**src/hdl/cfp_pkg.sv**
```systemverilog
// Types and constants for the command frame parser.
// No dependencies; imported by the parser and its checker.
`timescale 1ns / 1ps
`default_nettype none

package cfp_pkg;

    typedef logic [7:0] t_byte;
    typedef logic [2:0] t_phase;
    typedef logic [1:0] t_mode;

    localparam t_byte SYNC_BYTE = 8'hBB;
    localparam t_byte TYPE_PET  = 8'h01;
    localparam t_byte TYPE_FEED = 8'h10;
    localparam t_byte TYPE_PLAY = 8'h11;
    localparam t_byte TYPE_STOP = 8'h12;

    localparam t_mode MODE_REST   = 2'd0;
    localparam t_mode MODE_FEED   = 2'd1;
    localparam t_mode MODE_PLAY   = 2'd2;
    localparam t_mode MODE_UNUSED = 2'd3;

    localparam t_phase PH_HUNT      = 3'd0;
    localparam t_phase PH_TYPE      = 3'd1;
    localparam t_phase PH_DATA      = 3'd2;
    localparam t_phase PH_SUM_DATA  = 3'd3;
    localparam t_phase PH_SUM_PLAIN = 3'd4;

endpackage

`default_nettype wire

```
**src/hdl/command_frame_parser.sv**
```systemverilog
// Command frame parser: sync 0xBB, type, optional data byte, checksum.
// Depends on cfp_pkg.
//
// channel  | valid        | ready        | payload
// ---------+--------------+--------------+----------------------------------------
// input    | i_in_valid   | o_in_ready   | i_rx_byte
// output   | o_out_valid  | i_out_ready  | o_mode, o_pet_status, o_frame_ok,
//          |              |              | o_checksum_error
//
// One byte per cycle unless the output stalls; the output register takes its result on
// acceptance. Input is ready whenever the output register is empty or being taken.
// A stalled output holds its result and blocks input; parser state is unchanged.
// Synchronous active-low reset: hunting for sync, mode idle, pet status zero.
`timescale 1ns / 1ps
`default_nettype none

module command_frame_parser
    import cfp_pkg::*;
(
    input  wire logic       i_clk,
    input  wire logic       i_rst_n,
    input  wire logic       i_in_valid,
    output logic            o_in_ready,
    input  wire logic [7:0] i_rx_byte,
    output logic            o_out_valid,
    input  wire logic       i_out_ready,
    output logic [1:0]      o_mode,
    output logic [7:0]      o_pet_status,
    output logic            o_frame_ok,
    output logic            o_checksum_error
);

    t_phase r_phase, n_phase;
    t_byte  r_type,  n_type;
    t_byte  r_data,  n_data;
    t_mode  r_mode,  n_mode;
    t_byte  r_pet,   n_pet;
    logic   n_ok, n_err;

    logic   r_out_valid;
    t_mode  r_out_mode;
    t_byte  r_out_pet;
    logic   r_out_ok;
    logic   r_out_err;

    logic   w_accept;

    assign o_in_ready = !r_out_valid || i_out_ready;
    assign w_accept   = i_in_valid && o_in_ready;

    always_comb begin
        n_phase = r_phase;
        n_type  = r_type;
        n_data  = r_data;
        n_mode  = r_mode;
        n_pet   = r_pet;
        n_ok    = 1'b0;
        n_err   = 1'b0;
        case (r_phase)
            PH_HUNT: begin
                if (i_rx_byte == SYNC_BYTE) begin
                    n_phase = PH_TYPE;
                end
            end
            PH_TYPE: begin
                n_type  = i_rx_byte;
                n_phase = (i_rx_byte == TYPE_PET) ? PH_DATA : PH_SUM_PLAIN;
            end
            PH_DATA: begin
                n_data  = i_rx_byte;
                n_phase = PH_SUM_DATA;
            end
            PH_SUM_DATA: begin
                if (i_rx_byte == (r_type ^ r_data)) begin
                    n_ok = 1'b1;
                    if (r_type == TYPE_PET) begin
                        n_pet = r_data;
                    end
                end else begin
                    n_err = 1'b1;
                end
                n_phase = PH_HUNT;
            end
            PH_SUM_PLAIN: begin
                if (i_rx_byte == r_type) begin
                    n_ok = 1'b1;
                    case (r_type)
                        TYPE_FEED: n_mode = MODE_FEED;
                        TYPE_PLAY: n_mode = MODE_PLAY;
                        TYPE_STOP: n_mode = MODE_REST;
                        default:   n_mode = r_mode;
                    endcase
                end else begin
                    n_err = 1'b1;
                end
                n_phase = PH_HUNT;
            end
            default: begin
                // unreachable codes drop the byte
                n_phase = PH_HUNT;
            end
        endcase
    end

    always_ff @(posedge i_clk) begin
        if (!i_rst_n) begin
            r_phase     <= PH_HUNT;
            r_type      <= '0;
            r_data      <= '0;
            r_mode      <= MODE_REST;
            r_pet       <= '0;
            r_out_valid <= 1'b0;
        end else begin
            if (w_accept) begin
                r_phase     <= n_phase;
                r_type      <= n_type;
                r_data      <= n_data;
                r_mode      <= n_mode;
                r_pet       <= n_pet;
                r_out_valid <= 1'b1;
            end else if (i_out_ready) begin
                r_out_valid <= 1'b0;
            end
        end
    end

    always_ff @(posedge i_clk) begin
        if (w_accept) begin
            r_out_mode <= n_mode;
            r_out_pet  <= n_pet;
            r_out_ok   <= n_ok;
            r_out_err  <= n_err;
        end
    end

    assign o_out_valid      = r_out_valid;
    assign o_mode           = r_out_mode;
    assign o_pet_status     = r_out_pet;
    assign o_frame_ok       = r_out_ok;
    assign o_checksum_error = r_out_err;

endmodule

`default_nettype wire

```
**config.mk**
```make
export PLATFORM = sky130hd
export DESIGN_NAME = command_frame_parser
export DESIGN_NICKNAME = d
export VERILOG_FILES = /design/src/hdl/cfp_pkg.sv /design/src/hdl/command_frame_parser.sv
export SDC_FILE = /design/constraint.sdc
export NUM_CORES = 1
export LEC_CHECK = 0
export ABC_AREA = 1
export BUFFER_PORTS_ARGS = -buffer_cell sky130_fd_sc_hd__buf_2
export CAP_MARGIN = 5
export CORE_ASPECT_RATIO = 0.75
export CORE_MARGIN = 2
export CORE_UTILIZATION = 55
export DETAILED_ROUTE_END_ITERATION = 10
export PLACE_DENSITY_LB_ADDON = 0.1
export REMOVE_ABC_BUFFERS = 1
export SYNTH_ARGS = -nofsm -noshare
export SYNTH_HDL_FRONTEND = slang
export SYNTH_SLANG_ARGS = --single-unit
export TNS_END_PERCENT = 50
```
**constraint.sdc**
```tcl
create_clock -name i_clk -period 2 [get_ports i_clk]
set_clock_uncertainty 0.05 [all_clocks]
set_input_delay 0.4 -clock i_clk [delete_from_list [all_inputs] [get_ports i_clk]]
set_output_delay 0.4 -clock i_clk [all_outputs]
set_load 0.01 [all_outputs]
```
==> summary by stage <==
Hold path
The endpoint with the worst hold slack is r_data[2]$_SDFFE_PN0P_. The start point of the worst min-delay path is i_rx_byte[2]. The kind of path behind the tightest hold check is in -> reg. The hold path depth is 3.

Synth
The synthesized netlist devotes 34.8% of its cell area to simple gates. The largest total area in the synthesized netlist belongs to sky130_fd_sc_hd__dfxtp_1. The synthesized design contains between 40 and 50 register bits.

Among all flip-flop cells after synthesis, the most frequent one is sky130_fd_sc_hd__dfxtp_1. Of the total synthesized cell area, the portion taken by full adders, half adders and majority gates is 0%. The share of the synthesized area in compound gates (AO/OA/AOI/OAI) is 13.2%.

The fraction of synthesized area in multiplexers is 0%. The synthesized design contains 12 enable-type register cells. The number of warnings issued by yosys is 0. The per-instance average area after synthesis is 7.08 µm². The synthesized instance count is 333. Of the total synthesized cell area, the portion taken by XOR and XNOR cells is 0%. In this run the cell area of the synthesized design comes to 2360 µm². Yosys attributes the largest share of cell area to sky130_fd_sc_hd__dfxtp_1 (25%), sky130_fd_sc_hd__edfxtp_1 (15%), sky130_fd_sc_hd__nand2_1 (13%). In this run the biggest area consumer among cell types represents between 20% and 30% of the synthesized area. The main combinational cell family by area after synthesis is simple AND/OR/NAND/NOR gates. Counting distinct cell types in the post-synthesis netlist gives 26.

The share of the yosys chip area belonging to registers is 40.8%. The share of synthesized flip-flops with an asynchronous set or reset is 0%.

Clock network
The maximum count of clock buffers along a single path is 2. The cell at the root of the clock tree is sky130_fd_sc_hd__clkbuf_8. The clock slew seen by the registers of the worst setup and hold paths is 0.08 ns. At the later pin of the worst-skew pair, clock insertion delay measures 0.29 ns.

The clock tree from TritonCTS is yes. The count of cells resized by post-cts repair is 0. Buffers inserted to repair hold after CTS numbered 0. The clock drives 42 sinks.

The H-tree was split into 2 levels. The number of clock buffers inserted by TritonCTS is 5. The count of buffers added by post-CTS timing repair for setup is 0.

Die
Pin placement for this block handled 26 I/O pins. The initialized floorplan defines 20 standard-cell rows. The floorplan step set the die height to 60.7 µm. The area of the die is 4830 µm². The die extent in x is 79.6 µm. The initial utilization of the core area, before any placement, comes to 57.8%. The core footprint is 4080 µm².

Place
The congestion estimate from routability-driven global placement came to approximately 0.85. The number of cells after detailed placement is 411. The count of buffers added on input and output ports is 25. The instance area at placement is roughly 2600 µm². Detailed placement ended at an HPWL of 3630 µm.

Critical path
The worst register-to-register path has a depth of 5. The minimum setup slack among reg-to-reg paths is 0.43 ns. At the worst endpoint, the required time is 2.12 ns. The kind of end point of the critical path is a register. The kind of start point of the critical path is a register. The cell at the slowest stage of the critical path is sky130_fd_sc_hd__dfxtp_1. The largest fanout on the critical path is 17. The reg-to-reg startpoint is r_phase[0]$_SDFFE_PN0P_. The stage delay of the slowest cell on the critical path is 0.38 ns. STA puts the critical path data arrival time at 1.69 ns. The worst reg2reg path endpoint is r_type[6]$_SDFFE_PN0P_. The path type of the worst setup path is reg -> reg. The signal on the critical path passes through inv_1 -> nor3_1 -> nand2_1 -> o21ai_0 -> a21oi_1.

Drt
The residual DRC count is 0. Summed over all layers, the routed wires come to between 4000 and 5000 µm. The mean number of vias per cell is 5.07. The routed via count is 2126.

After the first detailed-routing iteration, the DRC count stood at 132. In the final routed layout, each cell accounts on average for 11.6 µm. The number of search-and-repair iterations in the first detailed-routing pass is 4. Once detail routing completed, the nets flagged for antenna violations numbered 0.

Global route
Entering global routing, the biggest net connects 32 pins. Summed over all layers, the global routing overflow is 0. The via count of the first global-routing pass is 1933. The initial antenna violation count is 0. The total routing usage reported by global routing is 23.0%. The first global-routing pass estimated approximately 8600 µm of wire.

Finish
Once layout is done, the placed cells without fillers occupy between 2000 and 3000 µm². The count of filler cells inserted in the layout is 367. At the end of the flow, the number of nets in the layout was 375.

The fraction of layout cells with a size suffix above 1 is 22.3%. Once layout is complete, the cells apart from fillers number approximately 420. The growth of design area from synthesis to finish is 14.0%. The diode insertion count for antenna repair is 0.

Timing
The max-slew violation count is 0. The worst hold slack is 0.333 ns. For this run, the top clock speed supported by timing is 637 MHz. The shortest clock period the worst path allows after layout is ~1.6 ns. The transition time of the tightest slew-check pin is 0.480 ns. Setup repair after global routing left no endpoint under its margin.

In this run the tightest slew margin relative to its limit is around 68%. The setup violation total in the final timing report is 0. The final period utilization is 78.5%.

The hold violation total from the final report is 0.

Pwr
The total power per unit cell area is 715 nW/µm². The sum of internal, switching and leakage power is 1.92 mW. The peak ir drop on the vdd network is 0.476 mV. The leakage power total is 1.30 nW.

Run
The tool flagged a number of max-cap violations equal to 0.

Outcome
The flow ran to the end, and the final reports show no timing, DRC or antenna violations.
==> cell families (layout without fill, tap and decap cells) <==
| kind of cell | after synthesis | count (layout) |
|---|---|---|
| AO/OA/AOI/OAI | 56 | 56 |
| buffers and inverters | 70 | 101 |
| flip-flops | 42 | 42 |
| AND/OR/NAND/NOR | 165 | 165 |
==> worst max path at each step <==
stage	start	endpoint	slack (ns)	cells after the start
CTS	r_phase[0]$_SDFFE_PN0P_	r_type[6]$_SDFFE_PN0P_	0.42	5
global route	r_phase[0]$_SDFFE_PN0P_	r_type[2]$_SDFFE_PN0P_	0.19	5
finish	r_phase[0]$_SDFFE_PN0P_	r_type[6]$_SDFFE_PN0P_	0.43	5
detailed placement	i_rx_byte[3]	o_pet_status[1]$_DFFE_PP_	0.26	11
floorplan	i_out_ready	r_type[0]$_SDFFE_PN0P_	-0.25	7
global placement	i_rx_byte[7]	o_pet_status[3]$_DFFE_PP_	0.26	11
==> per-layer routing <==
| layer | up-vias | wire length [µm] | global-route usage, % |
|---|---|---|---|
| li1 | 1125 | - | - |
| met1 | 950 | 2390 | 31.9 |
| met2 | 49 | 2180 | 37.1 |
| met3 | 2 | 265 | 4.91 |
| met4 | 0 | 23 | 5.91 |
| met5 | - | 0 | 0 |
==> cell type report <==
type / count / area [µm²] / share of cell area (%)
Tap cell: 55 / 68.8 / 2.56
Timing Repair Buffer: 29 / 155 / 5.77
Clock buffer: 5 / 68.8 / 2.56
Sequential cell: 42 / 961 / 35.8
Multi-Input combinational cell: 221 / 1130 / 42.0
Clock inverter: 3 / 63.8 / 2.37
Inverter: 64 / 240 / 8.94
==> power breakdown <==
group | internal (mW) | total (mW) | leakage, nW | switching [mW]
clock | 0.494 | 0.781 | 0.0658 | 0.287
sequential | 0.912 | 0.927 | 0.365 | 0.0148
combinational | 0.0728 | 0.213 | 0.865 | 0.140
==> state kept, by name, summed over array words and instances, names as in the netlist <==
register	count
o_checksum_error	1
o_frame_ok	1
o_mode	2
o_out_valid	1
o_pet_status	8
r_data	8
r_mode	2
r_pet	8
r_phase	3
r_type	8
==> worst max-delay path, delay by kind of cell, from the launching register on <==
kind                   cells  cell delay, ns
AO/OA/AOI/OAI              2            0.34
AND/OR/NAND/NOR            2            0.56
flip-flops                 1            0.38
buffers and inverters      1            0.11
==> metrics by stage <==
stage                     util [%]  worst slack [ns]  setup TNS, ns
after global placement        62.6             0.263              0
after floorplan                  -            -0.251          -2.19
final                         65.9             0.430              0
after global routing          65.9             0.187              0
after detailed placement      62.6             0.262              0
after CTS                     65.9             0.421              0
==> cell usage after synthesis (2+ instances only) <==
master                     number
sky130_fd_sc_hd__nor3_1         4
sky130_fd_sc_hd__inv_1         43
sky130_fd_sc_hd__edfxtp_1      12
sky130_fd_sc_hd__nand2_4        2
sky130_fd_sc_hd__a21oi_1       20
sky130_fd_sc_hd__nor2_2         2
sky130_fd_sc_hd__buf_2          3
sky130_fd_sc_hd__nand2_2       15
sky130_fd_sc_hd__a21oi_2        8
sky130_fd_sc_hd__inv_2         13
sky130_fd_sc_hd__nand4_1       13
sky130_fd_sc_hd__nand2_1       84
sky130_fd_sc_hd__clkbuf_1       3
sky130_fd_sc_hd__dfxtp_1       30
sky130_fd_sc_hd__nor2_1        13
sky130_fd_sc_hd__nand3_1       24
sky130_fd_sc_hd__nor2_8         2
sky130_fd_sc_hd__clkinv_1       8
sky130_fd_sc_hd__o21ai_0       26
sky130_fd_sc_hd__o21ai_1        2
==> cells in the final DEF (no fill, tap or decap) <==
| cell type | n |
|---|---|
| sky130_fd_sc_hd__inv_1 | 43 |
| sky130_fd_sc_hd__nor2_4 | 1 |
| sky130_fd_sc_hd__edfxtp_1 | 12 |
| sky130_fd_sc_hd__o21ai_1 | 2 |
| sky130_fd_sc_hd__nor2_2 | 2 |
| sky130_fd_sc_hd__clkbuf_8 | 5 |
| sky130_fd_sc_hd__clkinv_1 | 9 |
| sky130_fd_sc_hd__a21oi_1 | 20 |
| sky130_fd_sc_hd__buf_4 | 4 |
| sky130_fd_sc_hd__nor3_4 | 1 |
| sky130_fd_sc_hd__dfxtp_1 | 30 |
| sky130_fd_sc_hd__and2_1 | 1 |
| sky130_fd_sc_hd__inv_2 | 13 |
| sky130_fd_sc_hd__nand2_1 | 84 |
| sky130_fd_sc_hd__nor2_8 | 2 |
| sky130_fd_sc_hd__nor3_1 | 4 |
| sky130_fd_sc_hd__a21oi_2 | 8 |
| sky130_fd_sc_hd__nand2_2 | 15 |
| sky130_fd_sc_hd__nand3_4 | 1 |
| sky130_fd_sc_hd__nand4_1 | 13 |
| sky130_fd_sc_hd__o21ai_0 | 26 |
| sky130_fd_sc_hd__bufinv_16 | 2 |
| sky130_fd_sc_hd__nand2_4 | 2 |
| sky130_fd_sc_hd__buf_2 | 25 |
| sky130_fd_sc_hd__nor4_1 | 1 |
| sky130_fd_sc_hd__nand3_1 | 24 |
| sky130_fd_sc_hd__nor2_1 | 13 |
| sky130_fd_sc_hd__nand3b_1 | 1 |
Note: power is estimated with default switching activity, not from simulation.
